**config.mk**
```make
export PLATFORM = sky130hd
export DESIGN_NAME = fbb_rmw
export DESIGN_NICKNAME = d
export VERILOG_FILES = /design/src/hw/rtl/fbb_pkg.sv /design/src/hw/rtl/fbb_rmw.sv
export SDC_FILE = /design/constraint.sdc
export NUM_CORES = 1
export LEC_CHECK = 0
export BUFFER_PORTS_ARGS = -buffer_cell sky130_fd_sc_hd__buf_2
export CORE_MARGIN = 5
export CORE_UTILIZATION = 40
export DETAILED_ROUTE_END_ITERATION = 12
export GPL_ROUTABILITY_DRIVEN = 1
export SLEW_MARGIN = 30
export SYNTH_ARGS = -nofsm -noshare
export SYNTH_HDL_FRONTEND = slang
export SYNTH_SLANG_ARGS = --single-unit
```
**constraint.sdc**
```tcl
create_clock -name i_clk -period 3.87 [get_ports i_clk]
set_input_delay 0.1935 -clock i_clk [delete_from_list [all_inputs] [get_ports i_clk]]
set_output_delay 0.1935 -clock i_clk [all_outputs]
set_load 0.02 [all_outputs]
```
**src/hw/rtl/fbb_pkg.sv**
```systemverilog
// Shared constants, codes and types of the monochrome frame-store blitter.
package fbb_pkg;

    localparam int MAX_WIDTH   = 128;
    localparam int MAX_HEIGHT  = 64;
    localparam int STORE_BYTES = (MAX_WIDTH * MAX_HEIGHT) / 8;
    localparam int ADDR_W      = $clog2(STORE_BYTES);

    // configuration port
    localparam int CFG_IDX_W = 2;
    localparam logic [CFG_IDX_W-1:0] CFG_WIDTH  = 2'd0;
    localparam logic [CFG_IDX_W-1:0] CFG_HEIGHT = 2'd1;
    localparam logic [7:0] WIDTH_RST  = 8'd128;
    localparam logic [6:0] HEIGHT_RST = 7'd64;

    // stream widths
    localparam int IN_DATA_W  = 56;
    localparam int IN_USER_W  = 3;
    localparam int OUT_DATA_W = 16;

    // item operations
    typedef enum logic [2:0] {
        FN_SET    = 3'd0,
        FN_CLR    = 3'd1,
        FN_TGL    = 3'd2,
        FN_GET    = 3'd3,
        FN_BLIT   = 3'd4,
        FN_RDB    = 3'd5,
        FN_CLRALL = 3'd6
    } t_func;

    // store access kinds
    typedef enum logic [2:0] {
        OP_SET,
        OP_CLR,
        OP_TGL,
        OP_GET,
        OP_RDB,
        OP_ZERO
    } t_op_kind;

    // sequencer states
    typedef enum logic [2:0] {
        S_CLEAR,
        S_IDLE,
        S_ISSUE,
        S_WAIT,
        S_DONE
    } t_state;

    typedef struct packed {
        logic [7:0] width;
        logic [6:0] height;
    } t_cfg;

    typedef struct packed {
        logic [2:0] func;
        logic [7:0] pos_x;
        logic [7:0] pos_y;
        logic [3:0] scale_x;
        logic [7:0] src_byte;
        logic [4:0] byte_index;
        logic [7:0] row_bits;
        logic [9:0] address;
    } t_item;

    // one store access issued by the sequencer
    typedef struct packed {
        logic              vld;
        t_op_kind          kind;
        logic [ADDR_W-1:0] addr;
        logic [2:0]        bit_idx;
    } t_pix_op;

    // store write port
    typedef struct packed {
        logic              we;
        logic [ADDR_W-1:0] addr;
        logic [7:0]        data;
    } t_wr;

    // read result, also the finished item's result
    typedef struct packed {
        logic       vld;
        logic       pv;
        logic [7:0] bv;
    } t_rd_res;

endpackage

```
**src/hw/rtl/fbb_rmw.sv**
```systemverilog
// Read-modify-write stage: merges read data with the last write and updates the byte.
module fbb_rmw (
    input  logic              i_clk,
    input  logic              i_rst_n,
    input  fbb_pkg::t_pix_op  i_op,
    input  logic [7:0]        i_rdata,
    output fbb_pkg::t_wr      o_wr,
    output fbb_pkg::t_rd_res  o_res
);
    import fbb_pkg::*;

    t_pix_op    r_op;
    t_wr        r_last;
    logic [7:0] base;
    logic [7:0] mask;

    // hold the access whose read is in flight and the write just done
    always_ff @(posedge i_clk) begin
        if (!i_rst_n) begin
            r_op   <= '0;
            r_last <= '0;
        end else begin
            r_op   <= i_op;
            r_last <= o_wr;
        end
    end

    // the write of the previous cycle is not yet in the read data
    assign base = (r_last.we && (r_last.addr == r_op.addr)) ? r_last.data : i_rdata;
    assign mask = 8'b1 << r_op.bit_idx;

    // modify the byte and drive the write port or the read result
    always_comb begin
        o_wr      = '0;
        o_wr.addr = r_op.addr;
        o_res     = '0;
        if (r_op.vld) begin
            case (r_op.kind)
                OP_SET: begin
                    o_wr.we   = 1'b1;
                    o_wr.data = base | mask;
                end
                OP_CLR: begin
                    o_wr.we   = 1'b1;
                    o_wr.data = base & ~mask;
                end
                OP_TGL: begin
                    o_wr.we   = 1'b1;
                    o_wr.data = base ^ mask;
                end
                OP_ZERO: begin
                    o_wr.we   = 1'b1;
                    o_wr.data = 8'd0;
                end
                OP_GET: begin
                    o_res.vld = 1'b1;
                    o_res.pv  = base[r_op.bit_idx];
                end
                OP_RDB: begin
                    o_res.vld = 1'b1;
                    o_res.bv  = base;
                end
                default: ;
            endcase
        end
    end

    a_no_write_on_read: assert property (@(posedge i_clk) disable iff (!i_rst_n)
        !(o_wr.we && o_res.vld))
        else $error("store write and read result in the same cycle");

    a_forward_last_write: assert property (@(posedge i_clk) disable iff (!i_rst_n)
        (r_op.vld && $past(o_wr.we) && (r_op.addr == $past(o_wr.addr)))
            |-> (base == $past(o_wr.data)))
        else $error("back-to-back access to one byte missed the last write");

endmodule

```
==> impl_metrics.csv <==
group,metric,value,unit
place,numPortBuffers,55,
synthesis,synthTopCellsByArea,"dfxtp_1 35%, and2_1 11%, ha_1 9.8%",
place,gp_congestion,0.816,
routing,wl_per_cell,13.3,um
global_routing,antenna_found_initial,0,
synthesis,syn_avg_cell_area,9.35,sq um
synthesis,ys.flop_type,"dfxtp_1",
timing,setup_viol,0,
synthesis,synth.cell_area,0.00204,sq mm
floorplanning,ios,56,
routing,drc,0,
timing,setup_total_negative_slack,0,ns
clock_network,insertion_delay,0.29,ns
routing,vias_per_cell,4.60,
timing,finClkSkew,0.00896,ns
timing,timing.final.crit_period,2.97,ns
timing,rsz0062_at_grt,"no",
routing,totalWireLength,4.36,mm
cells_and_area,area_growth,16.8,%
setup_path,endpoint_kind,"output pin",
floorplanning,design.die.area,0.00662,sq mm
clock_network,clockBufferDepth,2,
global_routing,globalRouteOverflowTotal,0,
global_routing,track_usage,14.8,%
global_routing,grt_max_degree,37,
power_and_ir_drop,leakagePower,0.00106,uW
cells_and_area,antenna_cells,0,
synthesis,yosys.area.top_type_share,35.4,%
timing,max_freq,337,MHz
routing,drt-initial-drc-count,58,
power_and_ir_drop,ir_drop,0.159,mV
outcome,status,"completed",
timing,tightestPinTransition,0.759,ns
synthesis,synth-edff-count,0,
clock_network,postCtsSetupBuffers,0,
synthesis,ys_seq_area_share,35.4,%
clock_network,ctsHoldBuffers,0,
cells_and_area,multi_input_area,0.00114,sq mm
setup_path,startpoint_type,"flip-flop",
floorplanning,start_util,40.4,%
global_routing,grt_pass1_vias,1535,
floorplanning,die_height,81.4,um
run,max_cap_violations,0,
clock_network,cts_tree,"yes",
global_routing,grt_pass1_wl,7.30,mm
setup_path,worstPathArrival,2.78,ns
synthesis,synth.most_common_cell,"dfxtp_1",
synthesis,async_flop_share,0,%
floorplanning,core,0.00504,sq mm
cells_and_area,fin_nets,301,
setup_path,criticalPathCategory,"reg -> out",
synthesis,synth_top_area_cell,"dfxtp_1",
synthesis,synth_seq_cells,36,
setup_path,critPathMaxFanout,9,
routing,vias,1513,
floorplanning,rows,26,
place,dp_hpwl,3.15,mm
synthesis,yosys_warnings,0,
clock_network,cts.clk_slew.worst_paths,0.08,ns
cells_and_area,drive_gt1_share,28.6,%
clock_network,htree_levels,2,
cells_and_area,finish.utilization,47.2,%
cells_and_area,seqCellArea,721,sq um
routing,firstDrtPassIters,4,
timing,finalHoldViolCount,0,
clock_network,cts_root_buf,"clkbuf_8",
timing,fin_crit_sh,76.8,%
timing,relSlewSlack,49.3,%
routing,postRouteAntennaNets,0,
timing,finalMaxSlewViolations,0,
synthesis,synth_fp_nets,261,
clock_network,cts_sinks,36,
power_and_ir_drop,power_density,365,mW/mm^2
clock_network,post_cts_resized,0,
floorplanning,die_x,81.4,um
setup_path,worstPathRequired,3.68,ns
worst_hold_path,hold_path_class,"in -> reg",
cells_and_area,n_fill_cell,510,
synthesis,netlist_instances,218,
synthesis,synth.cells.most_frequent,"36 x dfxtp_1, 35 x and2_1, 18 x nor2_1",
clock_network,numCtsBuffers,5,
synthesis,yosysUniqueCellTypes,32,
[worst max-delay path, stage by stage, from the launching register on]
cell and delay (ns):
dfxtp_1 0.33, xnor2_1 0.26, nand4_1 0.14, nor3_2 0.17, buf_4 0.23, mux2i_1 0.34, inv_1 0.08, ha_1 0.29
a211oi_1 0.23, a21oi_1 0.06, nor2_1 0.15, buf_2 0.19
[cell usage in the layout (no fill, tap or decap), types with 2 or more instances in the layout]
cell      synthesis  final
nor2b_1           9      9
nor3_2            2      2
ha_1             16     16
a21oi_1           8      8
nor2_1           18     18
mux2i_1          14     14
and2_1           35     35
dfxtp_1          36     36
nand2_1           3      3
a211oi_1          8      8
nand3_1           4      4
xnor2_1          10     10
or3b_2            2      2
nand3_2           2      2
nand4_1           4      4
nand3b_1          5      5
inv_1             8      8
mux4_2            2      2
clkbuf_8          0      5
buf_2             4     55
[flip-flops by register name, indices dropped and copies added, names as in the netlist]
name    flops
r_last     19
o_wr       10
r_op        7
[worst paths after layout]
check / start / end / slack [ns] / depth (start not counted)
worst max-delay path: o_wr[14] / o_wr[3] / 0.90 / 11
worst min-delay path: i_op[7] / o_wr[12] / 0.1 / 2
worst max register to register: o_wr[14] / r_last[3] / 1.38 / 11
worst min register to register: o_wr[16] / r_last[16] / 0.50 / 1
[report_power, final]
| part | switching [uW] | internal [uW] | leakage [uW] |
|---|---|---|---|
| Clock | 143 | 194 | 0.0000548 |
| Sequential | 20.8 | 387 | 0.000297 |
| Combinational | 64.3 | 59.0 | 0.000705 |
[metrics by stage]
step	total power (uW)	std cells	hold slack, ns	cell area [sq um]	setup WS [ns]
after global placement	539	321	0.399	2260	1.23
after floorplan	508	218	0.321	2040	1.49
after detailed placement	540	321	0.402	2260	1.20
final	868	329	0.0975	2380	0.899
after global routing	921	329	0.0833	2380	0.557
after CTS	881	329	0.0900	2380	0.868
[cell type report]
cell class / count / area share [%]
multi-input combinational: 151 / 48.1
sequential: 36 / 30.3
timing repair buffer: 56 / 11.9
tap: 70 / 3.68
clock buffer: 5 / 2.89
clock inverter: 3 / 1.95
inverter: 8 / 1.26
[cell families after synthesis]
group | after synthesis | share of synthesized area, %
buffers and inverters | 31 | 8.53
and+or+nand+nor | 91 | 26.9
AOI/OAI and AO/OA | 17 | 5.28
adders and majority gates | 16 | 9.82
muxes | 17 | 9.82
xor gates and xnor gates | 10 | 4.30
DFF | 36 | 35.4
[routing by layer]
metal | vias to the layer above | wire, um | track usage (%)
met5 | - | 0 | 0
met4 | 0 | 82 | 6.76
met3 | 6 | 217 | 4.21
met2 | 33 | 1970 | 23.2
met1 | 684 | 2090 | 18.5
li1 | 790 | - | -
No activity file was read; power rests on OpenSTA's default activity.
