**config.mk**
```make
export PLATFORM = sky130hd
export DESIGN_NAME = fbb_seq
export DESIGN_NICKNAME = d
export VERILOG_FILES = /design/src/hw/rtl/fbb_pkg.sv /design/src/hw/rtl/fbb_seq.sv
export SDC_FILE = /design/constraint.sdc
export NUM_CORES = 1
export LEC_CHECK = 0
export ABC_AREA = 1
export ABC_CLOCK_PERIOD_IN_PS = 7000
export BUFFER_PORTS_ARGS = -buffer_cell sky130_fd_sc_hd__buf_2
export CAP_MARGIN = 20
export CORE_MARGIN = 1.5
export CORE_UTILIZATION = 30
export DETAILED_ROUTE_END_ITERATION = 10
export SYNTH_ARGS = -nofsm -noshare
export SYNTH_HDL_FRONTEND = slang
export SYNTH_SLANG_ARGS = --single-unit
```
**constraint.sdc**
```tcl
create_clock -name i_clk -period 7 [get_ports i_clk]
set_input_delay 0.7 -clock i_clk [delete_from_list [all_inputs] [get_ports i_clk]]
set_output_delay 0.7 -clock i_clk [all_outputs]
set_load 0.03 [all_outputs]
```
**src/hw/rtl/fbb_pkg.sv**
```systemverilog
// Shared constants, codes and types of the monochrome frame-store blitter.
package fbb_pkg;

    localparam int MAX_WIDTH   = 128;
    localparam int MAX_HEIGHT  = 64;
    localparam int STORE_BYTES = (MAX_WIDTH * MAX_HEIGHT) / 8;
    localparam int ADDR_W      = $clog2(STORE_BYTES);

    // configuration port
    localparam int CFG_IDX_W = 2;
    localparam logic [CFG_IDX_W-1:0] CFG_WIDTH  = 2'd0;
    localparam logic [CFG_IDX_W-1:0] CFG_HEIGHT = 2'd1;
    localparam logic [7:0] WIDTH_RST  = 8'd128;
    localparam logic [6:0] HEIGHT_RST = 7'd64;

    // stream widths
    localparam int IN_DATA_W  = 56;
    localparam int IN_USER_W  = 3;
    localparam int OUT_DATA_W = 16;

    // item operations
    typedef enum logic [2:0] {
        FN_SET    = 3'd0,
        FN_CLR    = 3'd1,
        FN_TGL    = 3'd2,
        FN_GET    = 3'd3,
        FN_BLIT   = 3'd4,
        FN_RDB    = 3'd5,
        FN_CLRALL = 3'd6
    } t_func;

    // store access kinds
    typedef enum logic [2:0] {
        OP_SET,
        OP_CLR,
        OP_TGL,
        OP_GET,
        OP_RDB,
        OP_ZERO
    } t_op_kind;

    // sequencer states
    typedef enum logic [2:0] {
        S_CLEAR,
        S_IDLE,
        S_ISSUE,
        S_WAIT,
        S_DONE
    } t_state;

    typedef struct packed {
        logic [7:0] width;
        logic [6:0] height;
    } t_cfg;

    typedef struct packed {
        logic [2:0] func;
        logic [7:0] pos_x;
        logic [7:0] pos_y;
        logic [3:0] scale_x;
        logic [7:0] src_byte;
        logic [4:0] byte_index;
        logic [7:0] row_bits;
        logic [9:0] address;
    } t_item;

    // one store access issued by the sequencer
    typedef struct packed {
        logic              vld;
        t_op_kind          kind;
        logic [ADDR_W-1:0] addr;
        logic [2:0]        bit_idx;
    } t_pix_op;

    // store write port
    typedef struct packed {
        logic              we;
        logic [ADDR_W-1:0] addr;
        logic [7:0]        data;
    } t_wr;

    // read result, also the finished item's result
    typedef struct packed {
        logic       vld;
        logic       pv;
        logic [7:0] bv;
    } t_rd_res;

endpackage

```
**src/hw/rtl/fbb_seq.sv**
```systemverilog
// Sequencer: takes items, walks pixels of a blit, sweeps clears, collects results.
module fbb_seq (
    input  logic              i_clk,
    input  logic              i_rst_n,
    input  fbb_pkg::t_cfg     i_cfg,
    input  logic              i_in_valid,
    output logic              o_in_ready,
    input  fbb_pkg::t_item    i_item,
    input  fbb_pkg::t_rd_res  i_res,
    output fbb_pkg::t_pix_op  o_op,
    output fbb_pkg::t_rd_res  o_done,
    input  logic              i_out_free
);
    import fbb_pkg::*;

    t_state            r_state, n_state;
    logic [ADDR_W-1:0] r_clr;
    logic              r_init;

    t_func             r_func;
    logic [7:0]        r_x;
    logic [7:0]        r_y;
    logic [3:0]        r_scale;
    logic [7:0]        r_src;
    logic [4:0]        r_bidx;
    logic [7:0]        r_rbits;
    logic [ADDR_W-1:0] r_addr;
    logic [3:0]        r_j;
    logic [3:0]        r_s;
    logic              r_pv;
    logic [7:0]        r_bv;

    logic              accept;
    logic [4:0]        blit_prod;
    logic [7:0]        x_start;
    logic              base_in;
    logic [12:0]       row_base;
    logic [12:0]       row_sum;
    logic [ADDR_W-1:0] pix_addr;
    logic              x_in;
    logic              y_in;
    logic [7:0]        bit_pos;
    logic              row_end;
    logic              last_s;

    assign o_in_ready = (r_state == S_IDLE);
    assign accept     = i_in_valid && o_in_ready;

    // first pixel of this source byte: base x plus byte_index*8*scale, mod 256
    // (only byte_index*scale mod 32 survives the shift by three)
    assign blit_prod = i_item.byte_index * {1'b0, i_item.scale_x};
    assign x_start   = i_item.pos_x + {blit_prod, 3'b000};
    assign base_in   = (i_item.pos_x < i_cfg.width) && (i_item.pos_y < {1'b0, i_cfg.height});

    // pixel address from row and stride
    assign row_base = {5'd0, r_y} * {8'd0, i_cfg.width[7:3]};
    assign row_sum  = row_base + {8'd0, r_x[7:3]};
    assign pix_addr = row_sum[ADDR_W-1:0];
    assign x_in     = r_x < i_cfg.width;
    assign y_in     = r_y < {1'b0, i_cfg.height};

    // blit bit position and end of the drawn bits
    assign bit_pos = {r_bidx, r_j[2:0]};
    assign row_end = r_j[3] || (bit_pos >= r_rbits);
    assign last_s  = (r_s == (r_scale - 4'd1));

    // state register and sweep counter
    always_ff @(posedge i_clk) begin
        if (!i_rst_n) begin
            r_state <= S_CLEAR;
            r_clr   <= '0;
            r_init  <= 1'b1;
        end else begin
            r_state <= n_state;
            if (r_state == S_CLEAR) begin
                r_clr <= r_clr + 1'b1;
                if (&r_clr) begin
                    r_init <= 1'b0;
                end
            end
        end
    end

    // capture item fields, advance blit counters, collect read results
    always_ff @(posedge i_clk) begin
        if (accept) begin
            r_func  <= t_func'(i_item.func);
            r_x     <= (t_func'(i_item.func) == FN_BLIT) ? x_start : i_item.pos_x;
            r_y     <= i_item.pos_y;
            r_scale <= i_item.scale_x;
            r_src   <= i_item.src_byte;
            r_bidx  <= i_item.byte_index;
            r_rbits <= i_item.row_bits;
            r_addr  <= i_item.address[ADDR_W-1:0];
            r_j     <= 4'd0;
            r_s     <= 4'd0;
            r_pv    <= 1'b0;
            r_bv    <= 8'd0;
        end else begin
            if ((r_state == S_ISSUE) && (r_func == FN_BLIT) && !row_end) begin
                r_x <= r_x + 8'd1;
                if (last_s) begin
                    r_s <= 4'd0;
                    r_j <= r_j + 4'd1;
                end else begin
                    r_s <= r_s + 4'd1;
                end
            end
            if (i_res.vld) begin
                r_pv <= i_res.pv;
                r_bv <= i_res.bv;
            end
        end
    end

    // next state and store accesses
    always_comb begin
        n_state = r_state;
        o_op    = '0;
        o_done  = '0;
        unique case (r_state)
            S_CLEAR: begin
                o_op.vld  = 1'b1;
                o_op.kind = OP_ZERO;
                o_op.addr = r_clr;
                if (&r_clr) begin
                    n_state = r_init ? S_IDLE : S_WAIT;
                end
            end
            S_IDLE: begin
                if (i_in_valid) begin
                    unique case (t_func'(i_item.func)) inside
                        FN_SET, FN_CLR, FN_TGL, FN_GET, FN_RDB: n_state = S_ISSUE;
                        FN_BLIT: begin
                            n_state = (base_in && (i_item.scale_x != 4'd0)) ? S_ISSUE : S_DONE;
                        end
                        FN_CLRALL: n_state = S_CLEAR;
                        default:   n_state = S_DONE;
                    endcase
                end
            end
            S_ISSUE: begin
                o_op.addr    = pix_addr;
                o_op.bit_idx = r_x[2:0];
                if (r_func == FN_BLIT) begin
                    if (row_end) begin
                        n_state = S_WAIT;
                    end else begin
                        o_op.vld  = x_in;
                        o_op.kind = r_src[r_j[2:0]] ? OP_SET : OP_CLR;
                    end
                end else begin
                    n_state = S_WAIT;
                    case (r_func)
                        FN_SET: begin
                            o_op.vld  = x_in && y_in;
                            o_op.kind = OP_SET;
                        end
                        FN_CLR: begin
                            o_op.vld  = x_in && y_in;
                            o_op.kind = OP_CLR;
                        end
                        FN_TGL: begin
                            o_op.vld  = x_in && y_in;
                            o_op.kind = OP_TGL;
                        end
                        FN_GET: begin
                            o_op.vld  = x_in && y_in;
                            o_op.kind = OP_GET;
                        end
                        FN_RDB: begin
                            o_op.vld  = 1'b1;
                            o_op.kind = OP_RDB;
                            o_op.addr = r_addr;
                        end
                        default: ;
                    endcase
                end
            end
            S_WAIT: begin
                n_state = S_DONE;
            end
            S_DONE: begin
                o_done.vld = 1'b1;
                o_done.pv  = r_pv;
                o_done.bv  = r_bv;
                if (i_out_free) begin
                    n_state = S_IDLE;
                end
            end
            default: n_state = S_IDLE;
        endcase
    end

    a_idle_no_access: assert property (@(posedge i_clk) disable iff (!i_rst_n)
        (r_state == S_IDLE) |-> !o_op.vld)
        else $error("store access issued while idle");

    a_sweep_steps: assert property (@(posedge i_clk) disable iff (!i_rst_n)
        ((r_state == S_CLEAR) && $past(r_state == S_CLEAR) && $past(i_rst_n))
            |-> (r_clr == $past(r_clr) + 1'b1))
        else $error("clear sweep skipped an entry");

    a_blit_nonzero_scale: assert property (@(posedge i_clk) disable iff (!i_rst_n)
        ((r_state == S_ISSUE) && (r_func == FN_BLIT)) |-> (r_scale != 4'd0))
        else $error("blit running with zero scale");

endmodule

```
==> out/qor.csv <==
metric;value;unit
status;finished clean;
die-area;22100;um2
fp.coreArea;20900;um2
cts_sinks;85;
yosys.area.top_type_share;0.255;
ys.flop_type;edfxtp_1;
wirelength;14.8;mm
finClkSkew;0.00730;ns
yosysWarnings;0;
cp.arrival;4.06;ns
cts_resized;0;
ys_seq_area_frac;0.352;
synth_edf_count;54;
yosysMostFrequentCell;nand2_1;
grt_pass1_vias;4992;
start_kind;flip-flop;
grt_overflow;0;
dpl.hpwl;12.0;mm
synth_mux_area_frac;0;
hold_buffers;0;
cts_buffer_depth;2;
synth_nets;953;
syn-cell-area;6360;um2
synth-simple-area-share;0.213;
dr.pass1.iters;4;
setup_ws;2.24;ns
synth_cells;782;
ys_ff_latch;85;
cts_tree;done;
max_freq;210;MHz
synth_xor_area_frac;0.0480;
drv_slew;0;
nets;1063;
yosys.area.top_type;edfxtp_1;
syn_to_final_growth;17.8;%
start_util;0.305;
tightest_slew;0.685;ns
drive_gt1_frac;0.186;
finalHoldViolations;0;
rows;53;
ir_drop;136;uV
clk_pin_slew;0.07;ns
crit_type;reg2out;
ios;111;
root_buffer;clkbuf_16;
synth_common_cells;171 x nand2_1, 152 x inv_1, 69 x nor2_1;
die_w;149;um
hp-class;reg2reg;
design_area;7500;um2
synthArstFlopShare;0;
synth_compound_area_frac;0.0771;
drtAntennaViolNets;0;
crit_path_end_kind;primary output;
die_h;149;um
cts_setup_buffers;0;
cts_htree_levels;3;
syn_area_per_cell;8.14;um2
dr.first_iter.drc_count;195;
p_leak;0.00386;uW
ys_types;40;
num_vias;5089;
synth-adder-area-share;0.203;
io_buffers;110;
drc_errors;0;
cp_max_fo;6;
dpl_worst_slack;2.22;ns
relSlewSlack;0.543;
clk_latency;0.34;ns
synth_top_family_by_area;simple AND/OR/NAND/NOR gates;
postPlaceCellArea;7210;um2
setup_viol_count_final;0;
numCtsBuffers;9;
grt_usage;0.140;
min_period;4.76;ns
powerDensity;256;nW/um2
period_share;0.680;
fin_tns_setup;0;ns
antenna_found_initial;3;
gp_congestion;0.816;
vias_per_cell;4.33;
avgRoutedWirePerCell;12.6;um
grt_first_pass_wirelength;24.1;mm
drv_cap;0;
netlist_top_cells_area;edfxtp_1 25%, ha_1 12%, nand2_1 10%;
grt_max_degree;40;
rsz0062_at_grt;false;
crit_required;6.30;ns
-- state kept, by name (all words and copies together) (netlist names) --
register	count
r_init	1
r_y	8
r_x	8
r_state	3
r_scale	4
r_bv	8
r_pv	1
r_func	3
r_j	4
r_clr	10
r_src	8
r_addr	10
r_rbits	8
r_bidx	5
r_s	4
-- worst max-delay path: stages, from the launching register on --
cell and delay, ns:
edfxtp_1 0.50, nand2_1 0.11, inv_1 0.06, fa_1 0.50, fa_1 0.54, inv_1 0.05
fa_1 0.52, inv_1 0.04, ha_1 0.35, a21oi_1 0.14, nand2_1 0.09, a21oi_1 0.13
nor2_1 0.05, nor2_1 0.10, xor2_1 0.19, a21o_1 0.13, nand2_1 0.04, buf_2 0.17
-- metrics by stage --
| step | hold WS (ns) | cells | total power (uW) | util |
|---|---|---|---|---|
| 2_1_floorplan | 0.419 | 782 | 1260 | - |
| 3_3_place_gp | 0.441 | 1156 | 1460 | 0.345 |
| 3_5_place_dp | 0.443 | 1156 | 1480 | 0.345 |
| 4_1_cts | 0.458 | 1172 | 1950 | 0.359 |
| 5_1_grt | 0.470 | 1172 | 2080 | 0.359 |
| 6_report | 0.456 | 1175 | 1920 | 0.359 |
-- logic make-up (layout without fill, tap and decap cells) --
| kind of cell | Yosys count | in the layout |
|---|---|---|
| buffers and inverters | 178 | 293 |
| AO/OA/AOI/OAI | 91 | 91 |
| adder cells (fa/ha/maj) | 88 | 88 |
| XOR/XNOR | 31 | 31 |
| other | 0 | 3 |
| AND/OR/NAND/NOR | 309 | 309 |
| flip-flops | 85 | 85 |
-- layout by cell type, fill, tap and decap left out, types with 2 or more instances in the layout --
cell type  instances
nand3b_1           2
inv_2             14
buf_2            110
xnor2_1           10
xor2_1            18
o21ai_0           23
nand3_1           30
nand2_1          171
nor2_2             4
edfxtp_1          54
or2_2              2
inv_6              3
diode_2            3
inv_1            152
a21oi_1           45
nor2_4             3
o22ai_1            5
nand4_2            2
nand4_1            3
dfxtp_1           31
clkbuf_16          9
o21ai_1            7
nor3_1            10
nand2_2            6
fa_1              25
nor2_1            69
o21bai_1           2
a21o_1             4
nand2_4            3
ha_1              63
o211ai_1           2
-- power breakdown --
group          total (uW)  switching (uW)  internal [uW]
Combinational         794             508            286
Sequential            658            45.3            613
Clock                 468             214            253
Total                1920             767           1150
-- cell type report --
| type | instances | area, um2 |
|---|---|---|
| fillers | 2224 | 13400 |
| diodes | 3 | 7.51 |
| multi-input cells | 519 | 3440 |
| flip-flops and latches | 85 | 2240 |
| inverters | 166 | 623 |
| repair buffers | 111 | 558 |
| clock buffers | 10 | 239 |
| clock inverters | 6 | 43.8 |
| well taps | 275 | 344 |
-- per-layer routing --
layer | routed length, um | GRT usage | vias to the layer above
met5 | 0 | 0 | -
met4 | 211 | 0.0391 | 0
met3 | 688 | 0.0334 | 12
met2 | 7380 | 0.253 | 83
met1 | 6550 | 0.166 | 2304
li1 | - | - | 2690
-- final timing paths --
check        slack, ns                    start              endpoint  depth (start not counted)
max               2.24         r_y[1]$_DFFE_PP_              o_op[11]                         17
min reg2reg       0.46      r_init$_SDFFE_PN1P_   r_init$_SDFFE_PN1P_                          2
min               0.46      r_init$_SDFFE_PN1P_   r_init$_SDFFE_PN1P_                          2
max reg2reg       4.70  r_state[0]$_SDFFE_PN0P_  r_scale[3]$_DFFE_PP_                          7
Note: power is estimated with default switching activity, not from simulation.
